**src/design/ddo_pkg.sv**
```systemverilog
package ddo_pkg;

    // shared multiplier operand and result widths, accumulator and delta widths
    localparam int A_W   = 34;
    localparam int B_W   = 17;
    localparam int P_W   = A_W + B_W;
    localparam int ACC_W = P_W + 16;
    localparam int DX_W  = 34;

    localparam logic [0:0] REG_TRAVEL_PER_DEGREE = 1'b0;
    localparam logic [0:0] REG_TURN_PER_INCH     = 1'b1;

    localparam logic [15:0] TRAVEL_PER_DEGREE_RST = 16'd2287;
    localparam logic [30:0] TURN_PER_INCH_RST     = 31'd97652182;

    localparam logic signed [A_W-1:0] CORDIC_GAIN = A_W'(652032874);

    localparam logic [29:0] ATAN_TABLE [32] = '{
        30'd536870912, 30'd316933406, 30'd167458907, 30'd85004756,
        30'd42667331,  30'd21419999,  30'd10745374,  30'd5340245,
        30'd2670163,   30'd1335087,   30'd667544,    30'd333772,
        30'd166886,    30'd83443,     30'd41722,     30'd20861,
        30'd10430,     30'd5215,      30'd2608,      30'd1304,
        30'd652,       30'd326,       30'd163,       30'd81,
        30'd41,        30'd20,        30'd10,        30'd5,
        30'd3,         30'd1,         30'd1,         30'd0
    };

    function automatic logic signed [31:0] sat32(input logic signed [ACC_W-1:0] v);
        logic signed [ACC_W-1:0] hi;
        logic signed [ACC_W-1:0] lo;
        hi = ACC_W'(64'sd2147483647);
        lo = -ACC_W'(64'sd2147483648);
        if (v > hi)
        begin
            return 32'sh7fffffff;
        end
        else if (v < lo)
        begin
            return 32'sh80000000;
        end
        else
        begin
            return v[31:0];
        end
    endfunction

endpackage

```
**src/design/ddo_mul.sv**
```systemverilog
module ddo_mul
    import ddo_pkg::*;
(
    input  logic                  clk,
    input  logic signed [A_W-1:0] a,
    input  logic signed [B_W-1:0] b,
    output logic signed [P_W-1:0] prod
);

    logic signed [P_W-1:0] prod_reg;

    always_ff @(posedge clk)
    begin
        prod_reg <= a * b;
    end

    assign prod = prod_reg;

endmodule

```
**src/design/differential_drive_odometry.sv**
```systemverilog
// channel | dir | width | fields (low bit first)
// s       | in  | 64    | left_position[31:0], right_position[31:0]
// m       | out | 96    | x_position[31:0], y_position[31:0], heading[31:0]
// cfg     | in  | 31    | index 0 travel_per_degree, index 1 turn_per_inch
//
// The result is computed by the one-step-per-cycle CORDIC and eight passes
// through the shared 34x17 multiplier. A new sample is not taken until the last
// one is through. s_tready is high only between samples.
// A finished result waits in the output register; a new sample is taken
// meanwhile, and the next result waits until that one is transferred.
// Reset clears position, heading and previous angles and loads register defaults.
module differential_drive_odometry
    import ddo_pkg::*;
#(
    parameter int CORDIC_STEPS = 16
)
(
    input  logic        clk,
    input  logic        rst_n,
    input  logic        s_tvalid,
    output logic        s_tready,
    input  logic [63:0] s_tdata,   // left_position, right_position
    output logic        m_tvalid,
    input  logic        m_tready,
    output logic [95:0] m_tdata,   // x_position, y_position, heading
    input  logic        cfg_we,
    input  logic [0:0]  cfg_index,
    input  logic [30:0] cfg_data
);

    localparam int STEP_W = ($clog2(CORDIC_STEPS + 1) > 5) ? $clog2(CORDIC_STEPS + 1) : 5;

    localparam logic [4:0] S_IDLE   = 5'd0;
    localparam logic [4:0] S_MUL_L  = 5'd1;
    localparam logic [4:0] S_MUL_R  = 5'd2;
    localparam logic [4:0] S_SAT_R  = 5'd3;
    localparam logic [4:0] S_CEN    = 5'd4;
    localparam logic [4:0] S_CORDIC = 5'd5;
    localparam logic [4:0] S_FIX    = 5'd6;
    localparam logic [4:0] S_MXH    = 5'd7;
    localparam logic [4:0] S_MXL    = 5'd8;
    localparam logic [4:0] S_MYH    = 5'd9;
    localparam logic [4:0] S_MYL    = 5'd10;
    localparam logic [4:0] S_MTH    = 5'd11;
    localparam logic [4:0] S_MTL    = 5'd12;
    localparam logic [4:0] S_TADD   = 5'd13;
    localparam logic [4:0] S_HEAD   = 5'd14;
    localparam logic [4:0] S_DONE   = 5'd15;

    logic [4:0]  state_reg;
    logic [4:0]  state_next;
    logic        out_valid_reg;
    logic [15:0] tpd_reg;
    logic [30:0] tpi_reg;
    logic [31:0] last_l_reg;
    logic [31:0] last_r_reg;
    logic [31:0] heading_acc_reg;
    logic signed [31:0] x_acc_reg;
    logic signed [31:0] y_acc_reg;
    logic [STEP_W-1:0]  step_reg;

    logic signed [A_W-1:0]   dl_reg;
    logic signed [A_W-1:0]   dr_reg;
    logic signed [31:0]      tl_reg;
    logic signed [31:0]      tr_reg;
    logic signed [31:0]      centre_reg;
    logic signed [A_W-1:0]   diff_reg;
    logic signed [A_W-1:0]   cx_reg;
    logic signed [A_W-1:0]   cy_reg;
    logic signed [A_W-1:0]   cz_reg;
    logic                    flip_reg;
    logic signed [ACC_W-1:0] acc_reg;
    logic signed [DX_W-1:0]  dx_reg;
    logic signed [DX_W-1:0]  dy_reg;
    logic [31:0] x_out_reg;
    logic [31:0] y_out_reg;
    logic [31:0] h_out_reg;

    logic signed [A_W-1:0]   mul_a;
    logic signed [B_W-1:0]   mul_b;
    logic signed [P_W-1:0]   prod;
    logic                    in_xfer;
    logic                    flip;
    logic signed [A_W-1:0]   xs;
    logic signed [A_W-1:0]   ys;
    logic signed [A_W-1:0]   atan;
    logic signed [ACC_W-1:0] prod_sh;
    logic signed [ACC_W-1:0] acc_rnd;
    logic signed [32:0]      tsum;

    assign s_tready = (state_reg == S_IDLE);
    assign in_xfer  = s_tvalid && s_tready;
    assign m_tvalid = out_valid_reg;
    assign m_tdata  = {h_out_reg, y_out_reg, x_out_reg};

    assign flip    = heading_acc_reg[31] ^ heading_acc_reg[30];
    assign xs      = cx_reg >>> step_reg[4:0];
    assign ys      = cy_reg >>> step_reg[4:0];
    assign atan    = $signed({{(A_W-30){1'b0}}, ATAN_TABLE[step_reg[4:0]]});
    assign prod_sh = $signed({prod, 16'b0});
    assign acc_rnd = acc_reg + $signed({{(ACC_W-30){1'b0}}, 1'b1, 29'b0});
    assign tsum    = $signed({tl_reg[31], tl_reg}) + $signed({tr_reg[31], tr_reg});

    always_comb
    begin
        mul_a = '0;
        mul_b = '0;
        unique case (state_reg)
            S_MUL_L:
            begin
                mul_a = dl_reg;
                mul_b = $signed({1'b0, tpd_reg});
            end
            S_MUL_R:
            begin
                mul_a = dr_reg;
                mul_b = $signed({1'b0, tpd_reg});
            end
            S_MXH:
            begin
                mul_a = cy_reg;
                mul_b = $signed({centre_reg[31], centre_reg[31:16]});
            end
            S_MXL:
            begin
                mul_a = cy_reg;
                mul_b = $signed({1'b0, centre_reg[15:0]});
            end
            S_MYH:
            begin
                mul_a = cx_reg;
                mul_b = $signed({centre_reg[31], centre_reg[31:16]});
            end
            S_MYL:
            begin
                mul_a = cx_reg;
                mul_b = $signed({1'b0, centre_reg[15:0]});
            end
            S_MTH:
            begin
                mul_a = diff_reg;
                mul_b = $signed({2'b0, tpi_reg[30:16]});
            end
            S_MTL:
            begin
                mul_a = diff_reg;
                mul_b = $signed({1'b0, tpi_reg[15:0]});
            end
            default:
            begin
                mul_a = '0;
                mul_b = '0;
            end
        endcase
    end

    ddo_mul u_mul (
        .clk  (clk),
        .a    (mul_a),
        .b    (mul_b),
        .prod (prod)
    );

    always_comb
    begin
        state_next = state_reg;
        unique case (state_reg)
            S_IDLE:   if (in_xfer) state_next = S_MUL_L;
            S_MUL_L:  state_next = S_MUL_R;
            S_MUL_R:  state_next = S_SAT_R;
            S_SAT_R:  state_next = S_CEN;
            S_CEN:    state_next = S_CORDIC;
            S_CORDIC: if (step_reg == STEP_W'(CORDIC_STEPS - 1)) state_next = S_FIX;
            S_FIX:    state_next = S_MXH;
            S_MXH:    state_next = S_MXL;
            S_MXL:    state_next = S_MYH;
            S_MYH:    state_next = S_MYL;
            S_MYL:    state_next = S_MTH;
            S_MTH:    state_next = S_MTL;
            S_MTL:    state_next = S_TADD;
            S_TADD:   state_next = S_HEAD;
            S_HEAD:   state_next = S_DONE;
            S_DONE:   if (!out_valid_reg || m_tready) state_next = S_IDLE;
            default:  state_next = S_IDLE;
        endcase
    end

    always_ff @(posedge clk or negedge rst_n)
    begin
        if (!rst_n)
        begin
            state_reg       <= S_IDLE;
            out_valid_reg   <= 1'b0;
            tpd_reg         <= TRAVEL_PER_DEGREE_RST;
            tpi_reg         <= TURN_PER_INCH_RST;
            last_l_reg      <= '0;
            last_r_reg      <= '0;
            heading_acc_reg <= '0;
            x_acc_reg       <= '0;
            y_acc_reg       <= '0;
            step_reg        <= '0;
        end
        else
        begin
            state_reg <= state_next;
            if (cfg_we)
            begin
                unique case (cfg_index)
                    REG_TRAVEL_PER_DEGREE: tpd_reg <= cfg_data[15:0];
                    REG_TURN_PER_INCH:     tpi_reg <= cfg_data;
                    default:               tpd_reg <= tpd_reg;
                endcase
            end
            if (in_xfer)
            begin
                last_l_reg <= s_tdata[31:0];
                last_r_reg <= s_tdata[63:32];
                step_reg   <= '0;
            end
            if (state_reg == S_CORDIC)
            begin
                step_reg <= step_reg + 1'b1;
            end
            if (state_reg == S_MTH)
            begin
                x_acc_reg <= sat32(ACC_W'(x_acc_reg) + ACC_W'(dx_reg));
            end
            if (state_reg == S_TADD)
            begin
                y_acc_reg <= sat32(ACC_W'(y_acc_reg) + ACC_W'(dy_reg));
            end
            if (state_reg == S_HEAD)
            begin
                heading_acc_reg <= heading_acc_reg + acc_reg[47:16];
            end
            if (state_reg == S_DONE && (!out_valid_reg || m_tready))
            begin
                out_valid_reg <= 1'b1;
            end
            else if (m_tready)
            begin
                out_valid_reg <= 1'b0;
            end
        end
    end

    always_ff @(posedge clk)
    begin
        if (in_xfer)
        begin
            dl_reg   <= A_W'($signed({s_tdata[31], s_tdata[31:0]})
                           - $signed({last_l_reg[31], last_l_reg}));
            dr_reg   <= A_W'($signed({s_tdata[63], s_tdata[63:32]})
                           - $signed({last_r_reg[31], last_r_reg}));
            flip_reg <= flip;
            cx_reg   <= CORDIC_GAIN;
            cy_reg   <= '0;
            cz_reg   <= A_W'($signed({heading_acc_reg[31] ^ flip, heading_acc_reg[30:0]}));
        end
        unique case (state_reg)
            S_MUL_R:
            begin
                tl_reg <= sat32(ACC_W'(prod));
            end
            S_SAT_R:
            begin
                tr_reg <= sat32(ACC_W'(prod));
            end
            S_CEN:
            begin
                centre_reg <= tsum[32:1];
                diff_reg   <= A_W'($signed({tr_reg[31], tr_reg})
                               - $signed({tl_reg[31], tl_reg}));
            end
            S_CORDIC:
            begin
                if (!cz_reg[A_W-1])
                begin
                    cx_reg <= cx_reg - ys;
                    cy_reg <= cy_reg + xs;
                    cz_reg <= cz_reg - atan;
                end
                else
                begin
                    cx_reg <= cx_reg + ys;
                    cy_reg <= cy_reg - xs;
                    cz_reg <= cz_reg + atan;
                end
            end
            S_FIX:
            begin
                // cx becomes cos, cy becomes -sin
                cx_reg <= flip_reg ? -cx_reg : cx_reg;
                cy_reg <= flip_reg ? cy_reg : -cy_reg;
            end
            S_MXL, S_MTL:
            begin
                acc_reg <= prod_sh;
                if (state_reg == S_MTL)
                begin
                    dy_reg <= acc_rnd[30 +: DX_W];
                end
            end
            S_MYL:
            begin
                acc_reg <= prod_sh;
                dx_reg  <= acc_rnd[30 +: DX_W];
            end
            S_MYH, S_MTH, S_TADD:
            begin
                acc_reg <= acc_reg + ACC_W'(prod);
            end
            S_DONE:
            begin
                if (!out_valid_reg || m_tready)
                begin
                    x_out_reg <= x_acc_reg;
                    y_out_reg <= y_acc_reg;
                    h_out_reg <= heading_acc_reg;
                end
            end
            default:
            begin
                acc_reg <= acc_reg;
            end
        endcase
    end

    a_busy_after_take: assert property (@(posedge clk) disable iff (!rst_n)
        s_tvalid && s_tready |=> !s_tready)
        else $error("input taken twice in a row");

    a_step_range: assert property (@(posedge clk) disable iff (!rst_n)
        state_reg == S_CORDIC |-> step_reg < STEP_W'(CORDIC_STEPS))
        else $error("cordic step out of range");

    a_result_from_done: assert property (@(posedge clk) disable iff (!rst_n)
        $rose(m_tvalid) |-> $past(state_reg) == S_DONE)
        else $error("result raised outside done");

    a_heading_hold: assert property (@(posedge clk) disable iff (!rst_n)
        state_reg != S_HEAD |=> $stable(heading_acc_reg))
        else $error("heading changed outside update");

endmodule
```
**config.mk**
```make
export PLATFORM = sky130hd
export DESIGN_NAME = differential_drive_odometry
export DESIGN_NICKNAME = d
export VERILOG_FILES = /design/src/design/ddo_pkg.sv /design/src/design/ddo_mul.sv /design/src/design/differential_drive_odometry.sv
export SDC_FILE = /design/constraint.sdc
export NUM_CORES = 2
export LEC_CHECK = 0
export ABC_AREA = 1
export BUFFER_PORTS_ARGS = -buffer_cell sky130_fd_sc_hd__buf_2
export CAP_MARGIN = 20
export CELL_PAD_IN_SITES_DETAIL_PLACEMENT = 0
export CELL_PAD_IN_SITES_GLOBAL_PLACEMENT = 1
export CORE_ASPECT_RATIO = 2
export CORE_MARGIN = 2
export CORE_UTILIZATION = 45
export CTS_BUF_LIST = sky130_fd_sc_hd__clkbuf_16
export DETAILED_ROUTE_END_ITERATION = 8
export PLACE_DENSITY_LB_ADDON = 0.1
export SYNTH_ARGS = -nofsm -noshare
export SYNTH_HDL_FRONTEND = slang
export SYNTH_HIERARCHICAL = 1
export SYNTH_SLANG_ARGS = --single-unit
```
**constraint.sdc**
```tcl
create_clock -name clk -period 14.8 [get_ports clk]
set_clock_uncertainty 0.2 [all_clocks]
set_input_delay 1.48 -clock clk [delete_from_list [all_inputs] [get_ports clk]]
set_output_delay 1.48 -clock clk [all_outputs]
set_load 0.005 [all_outputs]
```
=== Yosys cells after proc, flatten, opt, wreduce, memory -nomap -nowiden ===
Memories as Yosys holds them, arrays and structs flattened.
Cells that the tools add are included.

* Reduce and logical (&&, ||, !) cells: 25
* Mux-type cells: 30
* Add/subtract/negate cells: 18
* $mul: 1
* $lt $le $gt $ge: 7
* Equal/unequal tests: 21
* Shifts and indexed selects: 2
* Bitwise logic cells: 4

{| class="wikitable"
|+ Operators with widths
! kind !! count
|-
| 34-bit two-way mux || 9
|-
| 32-bit two-way mux || 6
|-
| 34-bit one-hot mux with 5 select lines || 1
|-
| 34-bit one-hot mux with 2 select lines || 2
|-
| 67-bit one-hot mux with 2 select lines || 1
|-
| 32-bit by 32-bit subtractor with 33-bit output || 3
|-
| 17-bit one-hot mux with 5 select lines || 1
|-
| 5-bit one-hot mux with 16 select lines || 1
|-
| 32-bit by 34-bit adder with 35-bit output || 2
|-
| 35-bit by 32-bit > comparator with 1-bit output, second input constant || 2
|-
| 35-bit by 32-bit less-than comparator with 1-bit output, second input constant || 2
|-
| 34-bit adder || 2
|-
| 34-bit negator || 2
|-
| 34-bit by 5-bit >>> shifter with 34-bit output || 2
|-
| 34-bit subtractor || 2
|-
| 67-bit by 51-bit adder with 67-bit output || 1
|-
| 64-bit by 31-bit adder with 64-bit output, second input constant || 1
|-
| 30-bit two-way mux || 2
|-
| 51-bit by 32-bit > comparator with 1-bit output, second input constant || 1
|-
| 51-bit by 32-bit less-than comparator with 1-bit output, second input constant || 1
|-
| 34-bit by 17-bit multiplier with 51-bit output || 1
|-
| 5-bit by 4-bit equality test with 1-bit output, second input constant || 9
|-
| 34-bit by 31-bit adder with 34-bit output || 1
|-
| 34-bit by 31-bit subtractor with 34-bit output || 1
|-
| 24 further kinds || 52
|}

* Register bits after elaboration: 801
* Memory bits (read-only): 960
* Output and inout port bits: 98
* Memories: 1
* Input port bits: 101
* Logic and storage cells: 136

{| class="wikitable"
|+ Memory list
! name !! words !! width !! read ports !! clocked after memory_dff !! wr ports !! RTL line !! source
|-
| (name not given) || 32 || 30 || 1 || 0 || 0 || differential_drive_odometry.sv:99 || <nowiki>assign atan = $signed({{(A_W-30){1'b0}}, ATAN_TABLE[step_reg[4:0]]});</nowiki>
|}

=== Longest topological paths before layout ===
* Depth in word-level cells: 7
* Gate-level depth with buffers: 40
* Gate-level depth less buffers: 37

=== Modules after synthesis ===
The synthesis kept the hierarchy.

{| class="wikitable"
|+ Modules (own cells, without submodules)
! module !! cells an instance !! area an instance (µm²) !! sequential area each (µm²) !! instances
|-
| differential_drive_odometry || 7725 || 58472.3 || 21252.9 || 1
|-
| ddo_mul || 3107 || 23087.1 || 1021.0 || 1
|}

=== Least setup slack after synthesis ===
No wires, ideal clock.

* Path type: register to register
* Start: reg state_reg[0]
* End: reg u_mul.prod_reg[50] (netlist: u_mul/prod[50])
* Clock period less this slack: 8.622 ns
* Arrival time: 8.309 ns
* Library setup time: 0.113 ns
* Cell stages (with the launch flop): 28
* Setup slack: 6.178 ns
* Required time: 14.487 ns
* Buffers on the path: 3
* Path through: dfrtp_1 inv_1 ha_1 inv_1 nor2_1 nor2_1 clkbuf_1 o221ai_1 clkbuf_1 clkbuf_1 nand2_1 fa_1 inv_1 fa_1 inv_1 fa_1 fa_1 fa_1 fa_1 inv_1 ha_1 nand4_1 nor3_4 inv_2 nor2_1 nand2_1 nand3_1 nand2_1

* Cells in the longest elaborated chain, start to end: 4
* Elaborated cells between the ends (all ways): 17
* Those cells by class: 1 x mul; 8 x eq/ne; 2 x mux; 6 x reduce/logical

{| class="wikitable"
|+ Ends and longest elaborated chain
! what !! RTL line !! source
|-
| start: declaration || differential_drive_odometry.sv:50 || <nowiki>logic [4:0] state_reg;</nowiki>
|-
| start signal: assignment || differential_drive_odometry.sv:205 || <nowiki>state_reg <= state_next;</nowiki>
|-
| 5-bit by 4-bit equality test with 1-bit output / 5-bit by 3-bit equality test with 1-bit output (equally long branches) || differential_drive_odometry.sv:108 || <nowiki>unique case (state_reg)</nowiki>
|-
| 2-bit OR reduction (no source line) || -- ||
|-
| 34-bit one-hot mux with 5 select lines (*) || differential_drive_odometry.sv:108 ||
|-
| via mul_a[33] || differential_drive_odometry.sv:79 || <nowiki>logic signed [A_W-1:0] mul_a;</nowiki>
|-
| 34-bit by 17-bit multiplier with 51-bit output (*) || ddo_mul.sv:14 || <nowiki>prod_reg <= a * b;</nowiki>
|-
| end signal: assignment || ddo_mul.sv:14 ||
|-
| end: declaration || ddo_mul.sv:10 || <nowiki>logic signed [P_W-1:0] prod_reg;</nowiki>
|}

Mark *: on every way through the listed nets, which the timed path passes. The rest lies on a longest branch.
A chain may end at the register's enable or synchronous reset.

=== Final worst setup path ===
* Start: reg state_reg[2]
* End: reg u_mul.prod_reg[45] (netlist: u_mul/prod[45])

Same word-level chain as after synthesis.

==> impl_metrics.py <==
metrics = {
    "outcome": {
        "status": "finished, final reports clean",
    },
    "synthesis": {
        "syn_inst": 10832,
        "ys_top_cells_by_area": "edfxtp_1 19%, fa_1 14%, nand2_1 12%",
        "avgSynthCellArea_um2": 7.529,
        "synth-edff-count": 526,
        "yosysWarningCount": 6,
        "syn_area_mm2": 0.08156,
        "yosys.area.top_type_share_pct": 19.37,
        "yosysSeqAreaShare_pct": 27.31,
        "synth_nets": 12024,
        "synth.distinct_cells": 75,
        "synth.largest_area_cell": "edfxtp_1",
        "synthFlopType": "edfxtp_1",
        "async_flop_share_pct": 27.33,
        "synth-seq-cells": 794,
    },
    "timing": {
        "fin_crit_ns": 9.027,
        "finalSetupViolations": 0,
        "rsz0062_at_grt": "false",
        "max_freq_mhz": 110.8,
        "fin_setup_tns_ns": 0,
        "hold_ws_ns": 0.2471,
        "relSlewSlack_pct": 28.54,
        "period_share_pct": 60.99,
        "worst_slew_pin_slew_ns": 1.072,
        "slew_violations": 0,
        "hold_viol": 0,
    },
    "setup_path": {
        "cp_slowest_cell": "fa_1",
        "r2r_cells": 31,
        "reg2reg_from": "state_reg[2]",
        "worst_ep_required_time_ns": 15.15,
        "cp_data_arrival_time_ns": 9.37,
        "critPathLaunchType": "flop",
        "worst-setup-path-type": "flop to flop",
        "cp_max_fo": 47,
        "reg2reg_slack_ns": 5.77,
        "crit-reg2reg-capture": "u_mul/prod[45]",
        "critPathCaptureType": "flop",
        "crit_top_cell": "nand2_1",
        "cp_slowest_stage_delay_ns": 0.95,
    },
    "clock_tree": {
        "cts_buffer_depth": 3,
        "cts_tree": "done",
        "clock_latency_ns": 0.73,
        "clock-sinks": 794,
        "cts_setup_buffers": 0,
        "clk_pin_slew_ns": 0.08,
        "holdBufCountCts": 0,
        "cts_buffers": 83,
        "cts_resized": 0,
        "cts_root_buf": "clkbuf_16",
        "htreeDepth": 3,
    },
    "worst_hold_path": {
        "hold-path-cell-count": 0,
        "hold_class": "flop to flop",
        "holdPathEnd": "x_out_reg[8]",
        "hold_start": "x_acc_reg[8]",
    },
    "floorplanning": {
        "io-pin-count": 199,
        "die_y_um": 606.1,
        "initial_core_util_pct": 45.17,
        "core-area_mm2": 0.1806,
        "dieWidth_um": 305.0,
        "die_area_mm2": 0.1849,
        "num_rows": 221,
    },
    "route": {
        "avgViaCountPerCell": 5.418,
        "first_iter_violations": 5751,
        "wl_met1_um": 124400,
        "drt-total-wl_um": 286700,
        "vias": 71907,
        "remaining_drc_errors": 0,
        "wl_met3_um": 14630,
        "routedWlPerCell_um": 21.60,
        "wl_met2_um": 135000,
        "firstDrtPassIters": 7,
        "highest_layer": "met5",
        "ant_nets": 0,
    },
    "global_routing": {
        "grt_max_degree": 113,
        "grt_pass1_wl_um": 434800,
        "grt_antenna_before_repair": 3,
        "grt_overflow": 0,
        "grt_pass1_vias": 70886,
        "globalRouteTotalUtil_pct": 30.73,
    },
    "finish": {
        "fill_cells": 18285,
        "syn2layout_area_growth_pct": 8.125,
        "post-route-util_pct": 48.84,
        "finish.net_count": 12049,
        "largest_reg_flops": 64,
        "layout-drive-gt1-share_pct": 7.659,
    },
    "placed_design": {
        "io_buffers": 198,
        "place_congestion": 0.9550,
        "hpwl_um": 229200,
    },
    "flow_run": {
        "max_cap_violations": 0,
    },
}
[placed cells by master, fill, tap and decap left out, types with 271 or more instances in the layout]
cell type / instances
nor2_1: 705
edfxtp_1: 526
ha_1: 529
nand2_1: 2666
a21oi_1: 587
fa_1: 562
xor2_1: 271
o21ai_0: 615
nand3_1: 640
inv_1: 1886
[area by class of cell]
type                    count  area (µm²)  area share (%)
multi-input cells        7765       51000           57.83
clock inverters            71       870.8          0.9875
flip-flops and latches    794       22280           25.26
repair buffers            298        1779           2.018
clock buffers              85        2127           2.412
well taps                2341        2929           3.321
diodes                      3       7.507        0.008513
inverters                1915        7196           8.160
[stage by stage]
stage	instances	instance area [µm²]	setup slack (ns)
2_1_floorplan	10832	81560	6.178
3_3_place_gp	13111	85140	5.893
3_5_place_dp	13112	85170	5.847
4_1_cts	13268	88160	5.745
5_1_grt	13270	88180	5.206
6_report	13272	88190	5.773
[Yosys cell counts (all sizes together) (14+ instances only)]
master and instances:
o21bai 38, a21oi 594, edfxtp 526, a21o 40, nand4 109, dfstp 22, nand3b 14, buf 77
or2 151, mux2 15, xnor2 125, clkbuf 281, nor3 106, inv 1908, o21a 43, o2111ai 35
a21boi 76, a31oi 52, a22oi 48, o211ai 26, o21ai 649, nor2 777, nand3 650, o22ai 25
ha 529, xor2 271, nand2 2705, dfrtp 195, fa 562, dfxtp 51, nor4 49
[layer usage]
| metal | GRT usage, % | up-vias |
|---|---|---|
| met2 | 51.63 | 2095 |
| met4 | 12.30 | 2 |
| met3 | 2.637 | 406 |
| li1 | - | 34786 |
| met1 | 40.94 | 34618 |
| met5 | 0 | - |
[worst max-delay path, delay by kind of cell (launching register included)]
family                     cells  cell delay [ns]
buffers and inverters          9             2.31
adders and majority gates      7             4.01
DFF                            1             0.41
and+or+nand+nor               12             1.50
AOI/OAI and AO/OA              3             0.35
[logic make-up (layout without fill, tap and decap cells)]
logic type / after synthesis / after routing / share of synthesized area, %
AOI/OAI and AO/OA: 1693 / 1693 / 11.86
xor gates and xnor gates: 396 / 396 / 4.253
adders and majority gates: 1091 / 1091 / 21.91
buffers and inverters: 2273 / 2369 / 10.69
DFF: 794 / 794 / 27.31
muxes: 15 / 15 / 0.2071
other: 0 / 3 / 0
and+or+nand+nor: 4570 / 4570 / 23.77
[how the worst max path moves through the flow]
| stage | start | end | slack, ns | depth (start not counted) |
|---|---|---|---|---|
| floorplan | state_reg[0] | u_mul/prod[50] | 6.18 | 27 |
| global placement | state_reg[2] | u_mul/prod[45] | 5.89 | 31 |
| detailed placement | state_reg[2] | u_mul/prod[50] | 5.85 | 29 |
| CTS | state_reg[2] | u_mul/prod[50] | 5.75 | 30 |
| global route | state_reg[2] | u_mul/prod[49] | 5.21 | 29 |
| finish | state_reg[2] | u_mul/prod[45] | 5.77 | 31 |
Power is not shown: default switching activity piles up to over one toggle a cycle in this logic, so the estimate is an artifact.
